[src/sv/wsd_pkg.sv]
// shared constants, state encoding and control structs of the welford std dev block
package wsd_pkg;

  // default widths of the top level
  localparam int SAMPLE_BITS_DEF    = 16;
  localparam int COUNT_BITS_DEF     = 24;
  localparam int MEAN_FRAC_BITS_DEF = 16;

  // fixed widths of the accumulator and the result word
  localparam int M2_W          = 64;
  localparam int M2_FRAC_BITS  = 8;
  localparam int SD_W          = 24;
  localparam int CNT_OUT_W     = 24;
  localparam int STATUS_W      = 2;
  localparam int OUT_DATA_W    = SD_W + CNT_OUT_W;
  localparam int RAD_W         = M2_W + M2_FRAC_BITS;
  localparam int RT_W          = RAD_W / 2;
  localparam int DIV_IT_W      = $clog2(M2_W + 1);
  localparam int MIN_COUNT     = 2;
  localparam int MUL_STEPS     = 4;

  // result status codes
  localparam logic [STATUS_W-1:0] STATUS_OK  = 2'd0;
  localparam logic [STATUS_W-1:0] STATUS_FEW = 2'd1;
  localparam logic [STATUS_W-1:0] STATUS_SAT = 2'd2;

  // sequencer states
  typedef enum logic [3:0] {
    S_IDLE,
    S_CNT,
    S_DIV,
    S_MEAN,
    S_D2,
    S_MUL,
    S_ACC,
    S_CHK,
    S_VDIV,
    S_SQRT,
    S_FIN
  } wsd_state_t;

  // commands from the sequencer to the datapath
  typedef struct packed {
    logic load;
    logic cnt_step;
    logic sat_set;
    logic mean_upd;
    logic d2_calc;
    logic mul_step;
    logic m2_add;
    logic vdiv_start;
    logic sqrt_start;
    logic out_load;
    logic clear;
  } wsd_cmd_t;

  // status from the datapath to the sequencer
  typedef struct packed {
    logic cnt_full;
    logic last;
    logic sat;
    logic few;
    logic div_busy;
    logic sqrt_busy;
    logic mul_done;
    logic out_free;
  } wsd_sts_t;

endpackage

[src/sv/wsd_div.sv]
// iterative restoring divider, one quotient bit per cycle
module wsd_div #(
  parameter int DVD_W = wsd_pkg::M2_W,
  parameter int DVS_W = wsd_pkg::COUNT_BITS_DEF
) (
  input  logic                          clk,
  input  logic                          rst_n,
  input  logic                          start,
  input  logic [DVD_W-1:0]              dividend,
  input  logic [DVS_W-1:0]              divisor,
  input  logic [wsd_pkg::DIV_IT_W-1:0]  iters,
  output logic                          busy,
  output logic [DVD_W-1:0]              quotient
);
  import wsd_pkg::*;

  logic [DIV_IT_W-1:0] it_r, it_nxt;
  logic [DVD_W-1:0]    dvd_r, dvd_nxt;
  logic [DVS_W-1:0]    dvs_r, dvs_nxt;
  logic [DVS_W-1:0]    rem_r, rem_nxt;
  logic [DVS_W:0]      shifted;
  logic [DVS_W:0]      diff;
  logic                ge;

  // one restoring step
  assign shifted = {rem_r, dvd_r[DVD_W-1]};
  assign diff    = shifted - {1'b0, dvs_r};
  assign ge      = shifted >= {1'b0, dvs_r};

  always_comb begin
    it_nxt  = it_r;
    dvd_nxt = dvd_r;
    dvs_nxt = dvs_r;
    rem_nxt = rem_r;
    if (start) begin
      it_nxt  = iters;
      dvd_nxt = dividend;
      dvs_nxt = divisor;
      rem_nxt = '0;
    end else if (it_r != '0) begin
      it_nxt  = it_r - DIV_IT_W'(1);
      dvd_nxt = {dvd_r[DVD_W-2:0], ge};
      rem_nxt = ge ? diff[DVS_W-1:0] : shifted[DVS_W-1:0];
    end
  end

  // iteration counter
  always_ff @(posedge clk) begin
    if (!rst_n) begin
      it_r <= '0;
    end else begin
      it_r <= it_nxt;
    end
  end

  // operand registers
  always_ff @(posedge clk) begin
    dvd_r <= dvd_nxt;
    dvs_r <= dvs_nxt;
    rem_r <= rem_nxt;
  end

  assign busy     = (it_r != '0);
  assign quotient = dvd_r;

endmodule

[src/sv/wsd_sqrt.sv]
// digit-by-digit integer square root, one root bit per cycle
module wsd_sqrt #(
  parameter int RAD_W = wsd_pkg::RAD_W
) (
  input  logic               clk,
  input  logic               rst_n,
  input  logic               start,
  input  logic [RAD_W-1:0]   radicand,
  output logic               busy,
  output logic [RAD_W/2-1:0] root
);
  import wsd_pkg::*;

  localparam int R_W  = RAD_W / 2;
  localparam int IT_W = $clog2(R_W + 1);

  logic [IT_W-1:0]  it_r, it_nxt;
  logic [RAD_W-1:0] rad_r, rad_nxt;
  logic [R_W-1:0]   root_r, root_nxt;
  logic [R_W+1:0]   rem_r, rem_nxt;
  logic [R_W+3:0]   shifted;
  logic [R_W+3:0]   trial;
  logic [R_W+3:0]   diff;
  logic             ge;

  // bring down two radicand bits and try the next root bit
  assign shifted = {rem_r, rad_r[RAD_W-1 -: 2]};
  assign trial   = {2'b00, root_r, 2'b01};
  assign diff    = shifted - trial;
  assign ge      = shifted >= trial;

  always_comb begin
    it_nxt   = it_r;
    rad_nxt  = rad_r;
    root_nxt = root_r;
    rem_nxt  = rem_r;
    if (start) begin
      it_nxt   = IT_W'(R_W);
      rad_nxt  = radicand;
      root_nxt = '0;
      rem_nxt  = '0;
    end else if (it_r != '0) begin
      it_nxt   = it_r - IT_W'(1);
      rad_nxt  = rad_r << 2;
      root_nxt = {root_r[R_W-2:0], ge};
      rem_nxt  = ge ? diff[R_W+1:0] : shifted[R_W+1:0];
    end
  end

  // iteration counter
  always_ff @(posedge clk) begin
    if (!rst_n) begin
      it_r <= '0;
    end else begin
      it_r <= it_nxt;
    end
  end

  // working registers
  always_ff @(posedge clk) begin
    rad_r  <= rad_nxt;
    root_r <= root_nxt;
    rem_r  <= rem_nxt;
  end

  assign busy = (it_r != '0);
  assign root = root_r;

endmodule

[src/sv/wsd_datapath.sv]
// datapath: running statistics, shared divider, multiplier steps, root and result register
module wsd_datapath #(
  parameter int SAMPLE_BITS    = wsd_pkg::SAMPLE_BITS_DEF,
  parameter int COUNT_BITS     = wsd_pkg::COUNT_BITS_DEF,
  parameter int MEAN_FRAC_BITS = wsd_pkg::MEAN_FRAC_BITS_DEF
) (
  input  logic                            clk,
  input  logic                            rst_n,
  input  logic [SAMPLE_BITS-1:0]          in_sample,
  input  logic                            in_last,
  input  wsd_pkg::wsd_cmd_t               cmd,
  output wsd_pkg::wsd_sts_t               sts,
  output logic                            out_tvalid,
  input  logic                            out_tready,
  output logic [wsd_pkg::OUT_DATA_W-1:0]  out_tdata,
  output logic [wsd_pkg::STATUS_W-1:0]    out_tuser
);
  import wsd_pkg::*;

  localparam int XW   = SAMPLE_BITS + MEAN_FRAC_BITS;
  localparam int MW   = XW + 1;
  localparam int DW   = XW + 2;
  localparam int HW   = (XW + 1) / 2;
  localparam int PW   = 4 * HW;
  localparam int SH   = 2 * MEAN_FRAC_BITS - M2_FRAC_BITS;
  localparam int PSW  = PW - SH;
  localparam int EXW  = (PSW > M2_W) ? PSW : M2_W;
  localparam int CE_W = (COUNT_BITS > CNT_OUT_W) ? COUNT_BITS : CNT_OUT_W;

  // running statistics
  logic [MW-1:0]         mean_r, mean_nxt;
  logic [M2_W-1:0]       m2_r, m2_nxt;
  logic [COUNT_BITS-1:0] cnt_r, cnt_nxt;
  logic                  sat_r, sat_nxt;

  // per-sample working registers
  logic [XW-1:0]         x_r;
  logic                  last_r;
  logic [XW-1:0]         mag_r;
  logic                  neg_r;
  logic [XW-1:0]         mag2_r;
  logic [2*HW-1:0]       pp_r;
  logic [1:0]            pp_sh_r;
  logic [PW-1:0]         acc_r;
  logic [2:0]            pp_idx_r, pp_idx_nxt;

  // result register
  logic                  out_valid_r, out_valid_nxt;
  logic [SD_W-1:0]       out_sd_r;
  logic [CNT_OUT_W-1:0]  out_cnt_r;
  logic [STATUS_W-1:0]   out_status_r;

  // deviation from the mean before the update
  logic [DW-1:0] d1, d1_abs;
  logic [XW-1:0] mag_nxt;
  assign d1      = {{2{x_r[XW-1]}}, x_r} - {mean_r[MW-1], mean_r};
  assign d1_abs  = d1[DW-1] ? (~d1 + DW'(1)) : d1;
  assign mag_nxt = d1_abs[XW-1:0];

  // deviation from the mean after the update
  logic [DW-1:0] d2, d2_abs;
  assign d2     = {{2{x_r[XW-1]}}, x_r} - {mean_r[MW-1], mean_r};
  assign d2_abs = d2[DW-1] ? (~d2 + DW'(1)) : d2;

  // shared divider: mean step, then the variance on the last word
  logic                  div_start, div_busy;
  logic [M2_W-1:0]       div_dvd, div_q;
  logic [COUNT_BITS-1:0] div_dvs;
  logic [DIV_IT_W-1:0]   div_its;

  assign div_start = cmd.cnt_step | cmd.vdiv_start;
  assign div_dvd   = cmd.cnt_step ? (M2_W'(mag_nxt) << (M2_W - XW)) : m2_r;
  assign div_dvs   = cmd.cnt_step ? (cnt_r + COUNT_BITS'(1)) : (cnt_r - COUNT_BITS'(1));
  assign div_its   = cmd.cnt_step ? DIV_IT_W'(XW) : DIV_IT_W'(M2_W);

  wsd_div #(
    .DVD_W (M2_W),
    .DVS_W (COUNT_BITS)
  ) u_div (
    .clk      (clk),
    .rst_n    (rst_n),
    .start    (div_start),
    .dividend (div_dvd),
    .divisor  (div_dvs),
    .iters    (div_its),
    .busy     (div_busy),
    .quotient (div_q)
  );

  // square root of the variance scaled to Q.8 output
  logic            sqrt_busy;
  logic [RT_W-1:0] root;

  wsd_sqrt #(
    .RAD_W (RAD_W)
  ) u_sqrt (
    .clk      (clk),
    .rst_n    (rst_n),
    .start    (cmd.sqrt_start),
    .radicand ({div_q, {M2_FRAC_BITS{1'b0}}}),
    .busy     (sqrt_busy),
    .root     (root)
  );

  // mean step, truncated toward zero
  logic [MW-1:0] q_ext;
  assign q_ext = {1'b0, div_q[XW-1:0]};

  // partial product selection, one half by half per multiply step
  logic [2*HW-1:0] a_pad, b_pad;
  logic [HW-1:0]   a_sel, b_sel;
  logic [2*HW-1:0] pp_nxt;
  logic [PW-1:0]   pp_ext, pp_shifted;
  assign a_pad  = (2*HW)'(mag_r);
  assign b_pad  = (2*HW)'(mag2_r);
  assign a_sel  = pp_idx_r[1] ? a_pad[2*HW-1:HW] : a_pad[HW-1:0];
  assign b_sel  = pp_idx_r[0] ? b_pad[2*HW-1:HW] : b_pad[HW-1:0];
  assign pp_nxt = a_sel * b_sel;
  assign pp_ext = PW'(pp_r);

  always_comb begin
    case (pp_sh_r)
      2'd0:    pp_shifted = pp_ext;
      2'd1:    pp_shifted = pp_ext << HW;
      default: pp_shifted = pp_ext << (2 * HW);
    endcase
  end

  // scaled product into the saturating accumulator
  logic [EXW-1:0]  p_ext;
  logic            p_hi;
  logic [M2_W:0]   m2_sum;
  assign p_ext  = EXW'(acc_r >> SH);
  assign p_hi   = (p_ext >> M2_W) != '0;
  assign m2_sum = {1'b0, m2_r} + {1'b0, p_ext[M2_W-1:0]};

  // result fields
  logic                 few;
  logic [STATUS_W-1:0]  status_sel;
  logic [SD_W-1:0]      sd_sat;
  logic [CE_W-1:0]      cnt_ext;
  logic [CNT_OUT_W-1:0] cnt_out;
  assign few        = cnt_r < COUNT_BITS'(MIN_COUNT);
  assign status_sel = sat_r ? STATUS_SAT : (few ? STATUS_FEW : STATUS_OK);
  assign sd_sat     = (root > RT_W'({SD_W{1'b1}})) ? {SD_W{1'b1}} : root[SD_W-1:0];
  assign cnt_ext    = CE_W'(cnt_r);
  assign cnt_out    = (cnt_ext > CE_W'({CNT_OUT_W{1'b1}})) ? {CNT_OUT_W{1'b1}}
                                                           : cnt_ext[CNT_OUT_W-1:0];

  // next values of the statistics and control registers
  always_comb begin
    mean_nxt      = mean_r;
    m2_nxt        = m2_r;
    cnt_nxt       = cnt_r;
    sat_nxt       = sat_r;
    pp_idx_nxt    = pp_idx_r;
    out_valid_nxt = out_valid_r;
    if (out_tready) begin
      out_valid_nxt = 1'b0;
    end
    if (cmd.cnt_step) begin
      cnt_nxt = cnt_r + COUNT_BITS'(1);
    end
    if (cmd.sat_set) begin
      sat_nxt = 1'b1;
    end
    if (cmd.mean_upd) begin
      mean_nxt = neg_r ? (mean_r - q_ext) : (mean_r + q_ext);
    end
    if (cmd.d2_calc) begin
      pp_idx_nxt = '0;
    end
    if (cmd.mul_step) begin
      pp_idx_nxt = pp_idx_r + 3'd1;
    end
    if (cmd.m2_add) begin
      if (p_hi || m2_sum[M2_W]) begin
        m2_nxt  = '1;
        sat_nxt = 1'b1;
      end else begin
        m2_nxt = m2_sum[M2_W-1:0];
      end
    end
    if (cmd.out_load) begin
      out_valid_nxt = 1'b1;
    end
    if (cmd.clear) begin
      mean_nxt = '0;
      m2_nxt   = '0;
      cnt_nxt  = '0;
      sat_nxt  = 1'b0;
    end
  end

  // state registers
  always_ff @(posedge clk) begin
    if (!rst_n) begin
      mean_r      <= '0;
      m2_r        <= '0;
      cnt_r       <= '0;
      sat_r       <= 1'b0;
      pp_idx_r    <= '0;
      out_valid_r <= 1'b0;
    end else begin
      mean_r      <= mean_nxt;
      m2_r        <= m2_nxt;
      cnt_r       <= cnt_nxt;
      sat_r       <= sat_nxt;
      pp_idx_r    <= pp_idx_nxt;
      out_valid_r <= out_valid_nxt;
    end
  end

  // working registers of one word
  always_ff @(posedge clk) begin
    if (cmd.load) begin
      x_r    <= {in_sample, {MEAN_FRAC_BITS{1'b0}}};
      last_r <= in_last;
    end
    if (cmd.cnt_step) begin
      mag_r <= mag_nxt;
      neg_r <= d1[DW-1];
    end
    if (cmd.d2_calc) begin
      mag2_r <= d2_abs[XW-1:0];
      acc_r  <= '0;
    end
    if (cmd.mul_step) begin
      if (pp_idx_r != 3'(MUL_STEPS)) begin
        pp_r    <= pp_nxt;
        pp_sh_r <= {1'b0, pp_idx_r[1]} + {1'b0, pp_idx_r[0]};
      end
      if (pp_idx_r != '0) begin
        acc_r <= acc_r + pp_shifted;
      end
    end
    if (cmd.out_load) begin
      out_sd_r     <= (status_sel == STATUS_OK) ? sd_sat : '0;
      out_cnt_r    <= cnt_out;
      out_status_r <= status_sel;
    end
  end

  // status to the sequencer
  always_comb begin
    sts.cnt_full  = &cnt_r;
    sts.last      = last_r;
    sts.sat       = sat_r;
    sts.few       = few;
    sts.div_busy  = div_busy;
    sts.sqrt_busy = sqrt_busy;
    sts.mul_done  = (pp_idx_r == 3'(MUL_STEPS));
    sts.out_free  = !out_valid_r || out_tready;
  end

  assign out_tvalid = out_valid_r;
  assign out_tdata  = {out_cnt_r, out_sd_r};
  assign out_tuser  = out_status_r;

  // count only steps up by one or clears
  a_cnt_step: assert property (@(posedge clk) disable iff (!rst_n)
    ($past(rst_n) && (cnt_r != $past(cnt_r))) |->
      ((cnt_r == $past(cnt_r) + COUNT_BITS'(1)) || (cnt_r == '0)))
    else $error("sample count jumped");

  // accumulator never shrinks within a sequence
  a_m2_mono: assert property (@(posedge clk) disable iff (!rst_n)
    ($past(rst_n) && !$past(cmd.clear)) |-> (m2_r >= $past(m2_r)))
    else $error("squared deviation sum decreased");

  // statistics are empty after a result is issued
  a_clear: assert property (@(posedge clk) disable iff (!rst_n)
    cmd.clear |=> ((cnt_r == '0) && (m2_r == '0) && !sat_r && (mean_r == '0)))
    else $error("statistics not cleared after result");

endmodule

[src/sv/wsd_ctrl.sv]
// sequencer that steps one sample through update and result
module wsd_ctrl (
  input  logic               clk,
  input  logic               rst_n,
  input  logic               in_tvalid,
  output logic               in_tready,
  input  wsd_pkg::wsd_sts_t  sts,
  output wsd_pkg::wsd_cmd_t  cmd
);
  import wsd_pkg::*;

  wsd_state_t state_r, state_nxt;

  // next state
  always_comb begin
    state_nxt = state_r;
    case (state_r)
      S_IDLE: if (in_tvalid) state_nxt = S_CNT;
      S_CNT:  state_nxt = sts.cnt_full ? S_CHK : S_DIV;
      S_DIV:  if (!sts.div_busy) state_nxt = S_MEAN;
      S_MEAN: state_nxt = S_D2;
      S_D2:   state_nxt = S_MUL;
      S_MUL:  if (sts.mul_done) state_nxt = S_ACC;
      S_ACC:  state_nxt = S_CHK;
      S_CHK: begin
        if (!sts.last) begin
          state_nxt = S_IDLE;
        end else if (sts.sat || sts.few) begin
          state_nxt = S_FIN;
        end else begin
          state_nxt = S_VDIV;
        end
      end
      S_VDIV: if (!sts.div_busy) state_nxt = S_SQRT;
      S_SQRT: if (!sts.sqrt_busy) state_nxt = S_FIN;
      S_FIN:  if (sts.out_free) state_nxt = S_IDLE;
      default: state_nxt = S_IDLE;
    endcase
  end

  // commands
  always_comb begin
    cmd       = '0;
    in_tready = 1'b0;
    case (state_r)
      S_IDLE: begin
        in_tready = 1'b1;
        cmd.load  = in_tvalid;
      end
      S_CNT: begin
        cmd.sat_set  = sts.cnt_full;
        cmd.cnt_step = !sts.cnt_full;
      end
      S_MEAN: cmd.mean_upd = 1'b1;
      S_D2:   cmd.d2_calc  = 1'b1;
      S_MUL:  cmd.mul_step = 1'b1;
      S_ACC:  cmd.m2_add   = 1'b1;
      S_CHK:  cmd.vdiv_start = sts.last && !sts.sat && !sts.few;
      S_VDIV: cmd.sqrt_start = !sts.div_busy;
      S_FIN: begin
        cmd.out_load = sts.out_free;
        cmd.clear    = sts.out_free;
      end
      default: cmd = '0;
    endcase
  end

  // state register
  always_ff @(posedge clk) begin
    if (!rst_n) begin
      state_r <= S_IDLE;
    end else begin
      state_r <= state_nxt;
    end
  end

  // a started divide keeps the divider busy
  a_div_run: assert property (@(posedge clk) disable iff (!rst_n)
    (cmd.cnt_step || cmd.vdiv_start) |=> sts.div_busy)
    else $error("divider did not start");

  // a started root keeps the root unit busy
  a_sqrt_run: assert property (@(posedge clk) disable iff (!rst_n)
    cmd.sqrt_start |=> sts.sqrt_busy)
    else $error("square root did not start");

endmodule

[src/sv/welford_std_dev_stream.sv]
// the time of each sample is set by the mean divide
// a last sample with a valid result then runs a 64-step variance divide
// on the same divider, then a 36-step square root, then the result register
// a new sample is accepted while a finished result still waits in the output register
// rst_n is synchronous, active low; it clears count, mean, accumulator and output valid
// top level: sample standard deviation of a sample stream by the online update
module welford_std_dev_stream #(
  parameter int SAMPLE_BITS    = wsd_pkg::SAMPLE_BITS_DEF,
  parameter int COUNT_BITS     = wsd_pkg::COUNT_BITS_DEF,
  parameter int MEAN_FRAC_BITS = wsd_pkg::MEAN_FRAC_BITS_DEF
) (
  input  logic                                clk,
  input  logic                                rst_n,
  input  logic                                in_tvalid,
  output logic                                in_tready,
  input  logic [((SAMPLE_BITS+7)/8)*8-1:0]    in_tdata,   // sample
  input  logic                                in_tlast,
  output logic                                out_tvalid,
  input  logic                                out_tready,
  output logic [wsd_pkg::OUT_DATA_W-1:0]      out_tdata,  // std_dev, sample_count
  output logic [wsd_pkg::STATUS_W-1:0]        out_tuser   // status
);
  import wsd_pkg::*;

  wsd_cmd_t cmd;
  wsd_sts_t sts;

  // sequencer
  wsd_ctrl u_ctrl (
    .clk       (clk),
    .rst_n     (rst_n),
    .in_tvalid (in_tvalid),
    .in_tready (in_tready),
    .sts       (sts),
    .cmd       (cmd)
  );

  // datapath with result register
  wsd_datapath #(
    .SAMPLE_BITS    (SAMPLE_BITS),
    .COUNT_BITS     (COUNT_BITS),
    .MEAN_FRAC_BITS (MEAN_FRAC_BITS)
  ) u_dp (
    .clk        (clk),
    .rst_n      (rst_n),
    .in_sample  (in_tdata[SAMPLE_BITS-1:0]),
    .in_last    (in_tlast),
    .cmd        (cmd),
    .sts        (sts),
    .out_tvalid (out_tvalid),
    .out_tready (out_tready),
    .out_tdata  (out_tdata),
    .out_tuser  (out_tuser)
  );

endmodule

[config.mk]
export PLATFORM = sky130hd
export DESIGN_NAME = welford_std_dev_stream
export DESIGN_NICKNAME = d
export VERILOG_FILES = /design/src/sv/wsd_pkg.sv /design/src/sv/wsd_div.sv /design/src/sv/wsd_sqrt.sv /design/src/sv/wsd_datapath.sv /design/src/sv/wsd_ctrl.sv /design/src/sv/welford_std_dev_stream.sv
export SDC_FILE = /design/constraint.sdc
export NUM_CORES = 2
export LEC_CHECK = 0
export ABC_CLOCK_PERIOD_IN_PS = 7100
export BUFFER_PORTS_ARGS = -buffer_cell sky130_fd_sc_hd__buf_4
export CORE_MARGIN = 8
export CORE_UTILIZATION = 59
export DETAILED_ROUTE_END_ITERATION = 12
export GPL_TIMING_DRIVEN = 0
export PLACE_DENSITY = 0.8
export SLEW_MARGIN = 20
export SYNTH_ARGS = -nofsm -noshare
export SYNTH_HDL_FRONTEND = slang
export SYNTH_SLANG_ARGS = --single-unit
[constraint.sdc]
create_clock -name clk -period 7.1 [get_ports clk]
set_input_delay 0.71 -clock clk [delete_from_list [all_inputs] [get_ports clk]]
set_output_delay 0.71 -clock clk [all_outputs]
set_load 0.02 [all_outputs]
==> results_dict.tcl <==
set metrics [dict create \
    worstPathArrival_ns 7.75 \
    crit_type "reg -> reg" \
    drt-total-wl_mm 143.6 \
    finalNonFillerCells 6626 \
    grt_setup_unrepaired "yes" \
    cts_sinks 623 \
    r2r-end "u_dp.pp_r[27]$_DFFE_PP_" \
    ys_types 87 \
    slew_viol_final 0 \
    insertion_delay_ns 0.66 \
    setup.worst_path.start_class "register" \
    synth_top_cell_by_area "edfxtp_1" \
    viasPerCell 6.262 \
    endpoint_kind "register" \
    grt_antenna_before_repair 1 \
    path_common_cell "fa_1" \
    dieArea_mm2 0.08767 \
    cts_buffers 71 \
    postRouteAntennaNets 0 \
    critPathRequiredTime_ns 7.49 \
    ff2ff_setup_slack_ns -0.26 \
    worstMarginPinSlew_ns 1.191 \
    synthFlopType "edfxtp_1" \
    wl_per_cell_um 21.68 \
    netlist_area_mm2 0.04629 \
    critPathMaxFanout 6 \
    avgSynthCellArea_um2 8.724 \
    start_util_pct 59.65 \
    hold_buffers 0 \
    critPathCapture "u_dp.pp_r[27]$_DFFE_PP_" \
    hold_violations 0 \
    max_slew_margin_pct 20.16 \
    dp_hpwl_mm 103.2 \
    clock-skew-final_ns 0.04146 \
    dp.cells 6424 \
    violations "negative setup slack" \
    post-route-drc-count 0 \
    worstRegToRegCells 29 \
    via_count 41490 \
    coreArea_mm2 0.07759 \
    period_minus_slack_ns 7.363 \
    grt_max_degree 55 \
    cts.htree.levels 3 \
    tritoncts "done" \
    die_width_um 296.1 \
    grt_pass1_wl_mm 216.6 \
    ys_async_sr_fraction_pct 0 \
    drt_iter0_markers 4533 \
    synth_warnings 0 \
    yosys-top-cells-area "edfxtp_1 (21%), dfxtp_1 (13%), ha_1 (8.8%), fa_1 (8.6%), nand2_1 (6.1%)" \
    worstSetupStartpoint "u_dp.pp_idx_r[1]$_SDFFE_PN0P_" \
    drv_cap 0 \
    grt_overflow 0 \
    netlist_instances 5306 \
    reg2reg_from "u_dp.pp_idx_r[1]$_SDFFE_PN0P_" \
    timing.final.crit_share_pct 103.7 \
    fin_nets 6071 \
    final_layout_size_suffix_gt1_share_pct 8.684 \
    cts.root.buffer_cell "clkbuf_16" \
    critical_path.max_stage_delay_ns 0.55 \
    synth_seq_area_share_pct 33.82 \
    max_freq_mhz 135.8 \
    gr-usage-all-layers_pct 31.27 \
    area_delta_synth_final_pct 13.49 \
    hp-class "in -> reg" \
    dr.pass1.iters 8 \
    worst_slack_ns -0.2633 \
    syn_nets 5851 \
    die_h_um 296.1 \
    place_congestion 0.9830 \
    synth_edf_count 318 \
    grt_pass1_vias 39320 \
    synth_seq_cells 623 \
    io_buffers 72 \
    netlist.area_leader.share_pct 20.63 \
    ios 73 \
    final-setup-viol-count 5 \
    slowest_stage "fa_1" \
    cts.clk_slew.worst_paths_ns 0.06 \
    cts_buffer_depth 3 \
    status "finished with violations" \
    std_cell_rows 102 \
]
sequential cells by signal (all words and copies together), names as in the netlist, 2 cells and up:
signal / cells
u_dp.pp_idx_r: 3
u_dp.u_sqrt.it_r: 6
u_dp.out_cnt_r: 24
u_ctrl.state_r: 4
u_dp.u_div.quotient: 64
u_dp.pp_sh_r: 2
u_dp.b_pad: 32
u_dp.pp_r: 32
u_dp.a_pad: 32
u_dp.u_sqrt.root: 36
u_dp.u_sqrt.rad_r: 64
u_dp.cnt_ext: 24
u_dp.m2_r: 64
u_dp.out_tuser: 2
u_dp.u_div.it_r: 7
u_dp.u_div.rem_r: 24
u_dp.out_sd_r: 24
u_dp.u_div.dvs_r: 24
u_dp.u_sqrt.rem_r: 38
u_dp.mean_r: 33
u_dp.acc_r: 64
u_dp.x_r: 16
Yosys cell counts, types with 14 or more instances:
master	number
a211oi_1	51
a21boi_0	17
a21o_1	122
a21oi_1	418
a22o_1	32
a22oi_1	40
a31oi_1	67
and2_1	57
and3_1	58
and4_1	14
buf_1	17
clkbuf_1	238
dfxtp_1	305
edfxtp_1	318
fa_1	198
ha_1	326
inv_1	401
mux2_2	29
mux2i_1	59
nand2_1	753
nand2b_1	46
nand3_1	78
nand4_1	52
nor2_1	403
nor2b_1	36
nor3_1	92
nor4_1	26
o211ai_1	14
o21a_1	56
o21ai_0	329
o21bai_1	40
o31ai_1	25
or2_2	17
or3_1	19
xnor2_1	201
xor2_1	142
metal layers:
metal / global-route usage [%] / wire [µm] / share of wire [%]
met2: 49.80 / 64310 / 45
met1: 40.27 / 56270 / 39
met5: 0 / 47 / 0.033
met3: 5.964 / 13890 / 9.7
met4: 16.76 / 9127 / 6.4
metrics by stage:
stage	TNS (ns)	hold WS, ns	utilization (%)	setup WS, ns	instance area [µm²]
after global routing	-1.472	0.2213	67.70	-0.3571	52530
after global placement	-13.70	0.4445	62.08	-1.449	48170
after floorplan	0	0.4202	-	0.002643	46330
after detailed placement	-15.33	0.4553	62.34	-1.534	48370
after CTS	0	0.2158	67.11	0.002730	52070
final	-0.7777	0.2406	67.70	-0.2633	52530
critical path: cells and delay by family (launching register included):
kind / cells / cell delay, ns
compound gates: 6 / 1.08
xor+xnor: 1 / 0.37
fa+ha+maj: 7 / 3.31
buf+inv: 9 / 0.94
flops: 1 / 0.37
mux: 1 / 0.31
simple gates: 5 / 0.72
logic make-up (layout without fill, tap and decap cells):
group	count (synthesis)	in the layout	share of synthesized area (%)
simple gates	1710	1710	16.80
fa+ha+maj	524	524	17.38
flops	623	623	33.82
buf+inv	677	956	5.590
mux	88	88	1.981
xor+xnor	343	343	6.490
other cells	0	1	0
compound gates	1341	1341	17.94
final cells by class:
| class | instances | area, µm² |
|---|---|---|
| timing repair buffer | 147 | 1358 |
| clock inverter | 46 | 714.4 |
| inverter | 403 | 1513 |
| sequential | 623 | 15660 |
| clock buffer | 86 | 1873 |
| tap | 1040 | 1301 |
| buffer | 274 | 1313 |
| fill | 6097 | 25060 |
| multi-input combinational | 4006 | 28800 |
| antenna | 1 | 2.502 |
how the worst min path moves through the flow:
stage / start / to / slack [ns] / cells after the start
6_report: in_tdata[10] / u_dp.x_r[26]$_DFFE_PP_ / 0.24 / 1
5_1_grt: in_tdata[10] / u_dp.x_r[26]$_DFFE_PP_ / 0.22 / 1
4_1_cts: in_tdata[10] / u_dp.x_r[26]$_DFFE_PP_ / 0.22 / 1
3_5_place_dp: u_dp.acc_r[5]$_DFF_P_ / u_dp.acc_r[5]$_DFF_P_ / 0.46 / 2
3_3_place_gp: u_dp.acc_r[7]$_DFF_P_ / u_dp.acc_r[7]$_DFF_P_ / 0.44 / 2
2_1_floorplan: u_dp.mean_r[0]$_SDFFE_PP0P_ / u_dp.a_pad[0]$_DFFE_PP_ / 0.42 / 0
repair_timing:
item / in CTS / in global routing
gates resized for setup: 152 / 72
buffers inserted: 45 / 22
setup endpoints to repair: 19 / 9
cloned: 2 / 0
pin swaps: 38 / 64
hold endpoints to repair: 0 / 0
placed cells by master, fill, tap and decap left out, drive strengths merged, types with 58 or more instances in the layout:
| master | n |
|---|---|
| dfxtp | 305 |
| ha | 326 |
| o21ai | 332 |
| a21oi | 418 |
| a21o | 122 |
| and2 | 58 |
| clkbuf | 323 |
| nor2 | 404 |
| mux2i | 59 |
| xnor2 | 201 |
| nand2 | 753 |
| nor3 | 94 |
| inv | 405 |
| nand3 | 79 |
| and3 | 58 |
| a31oi | 67 |
| fa | 198 |
| buf | 183 |
| edfxtp | 318 |
| xor2 | 142 |
Power is left out: the tool's default activity adds up to more than one toggle a clock period on the data nets, which glitch-free logic cannot reach.
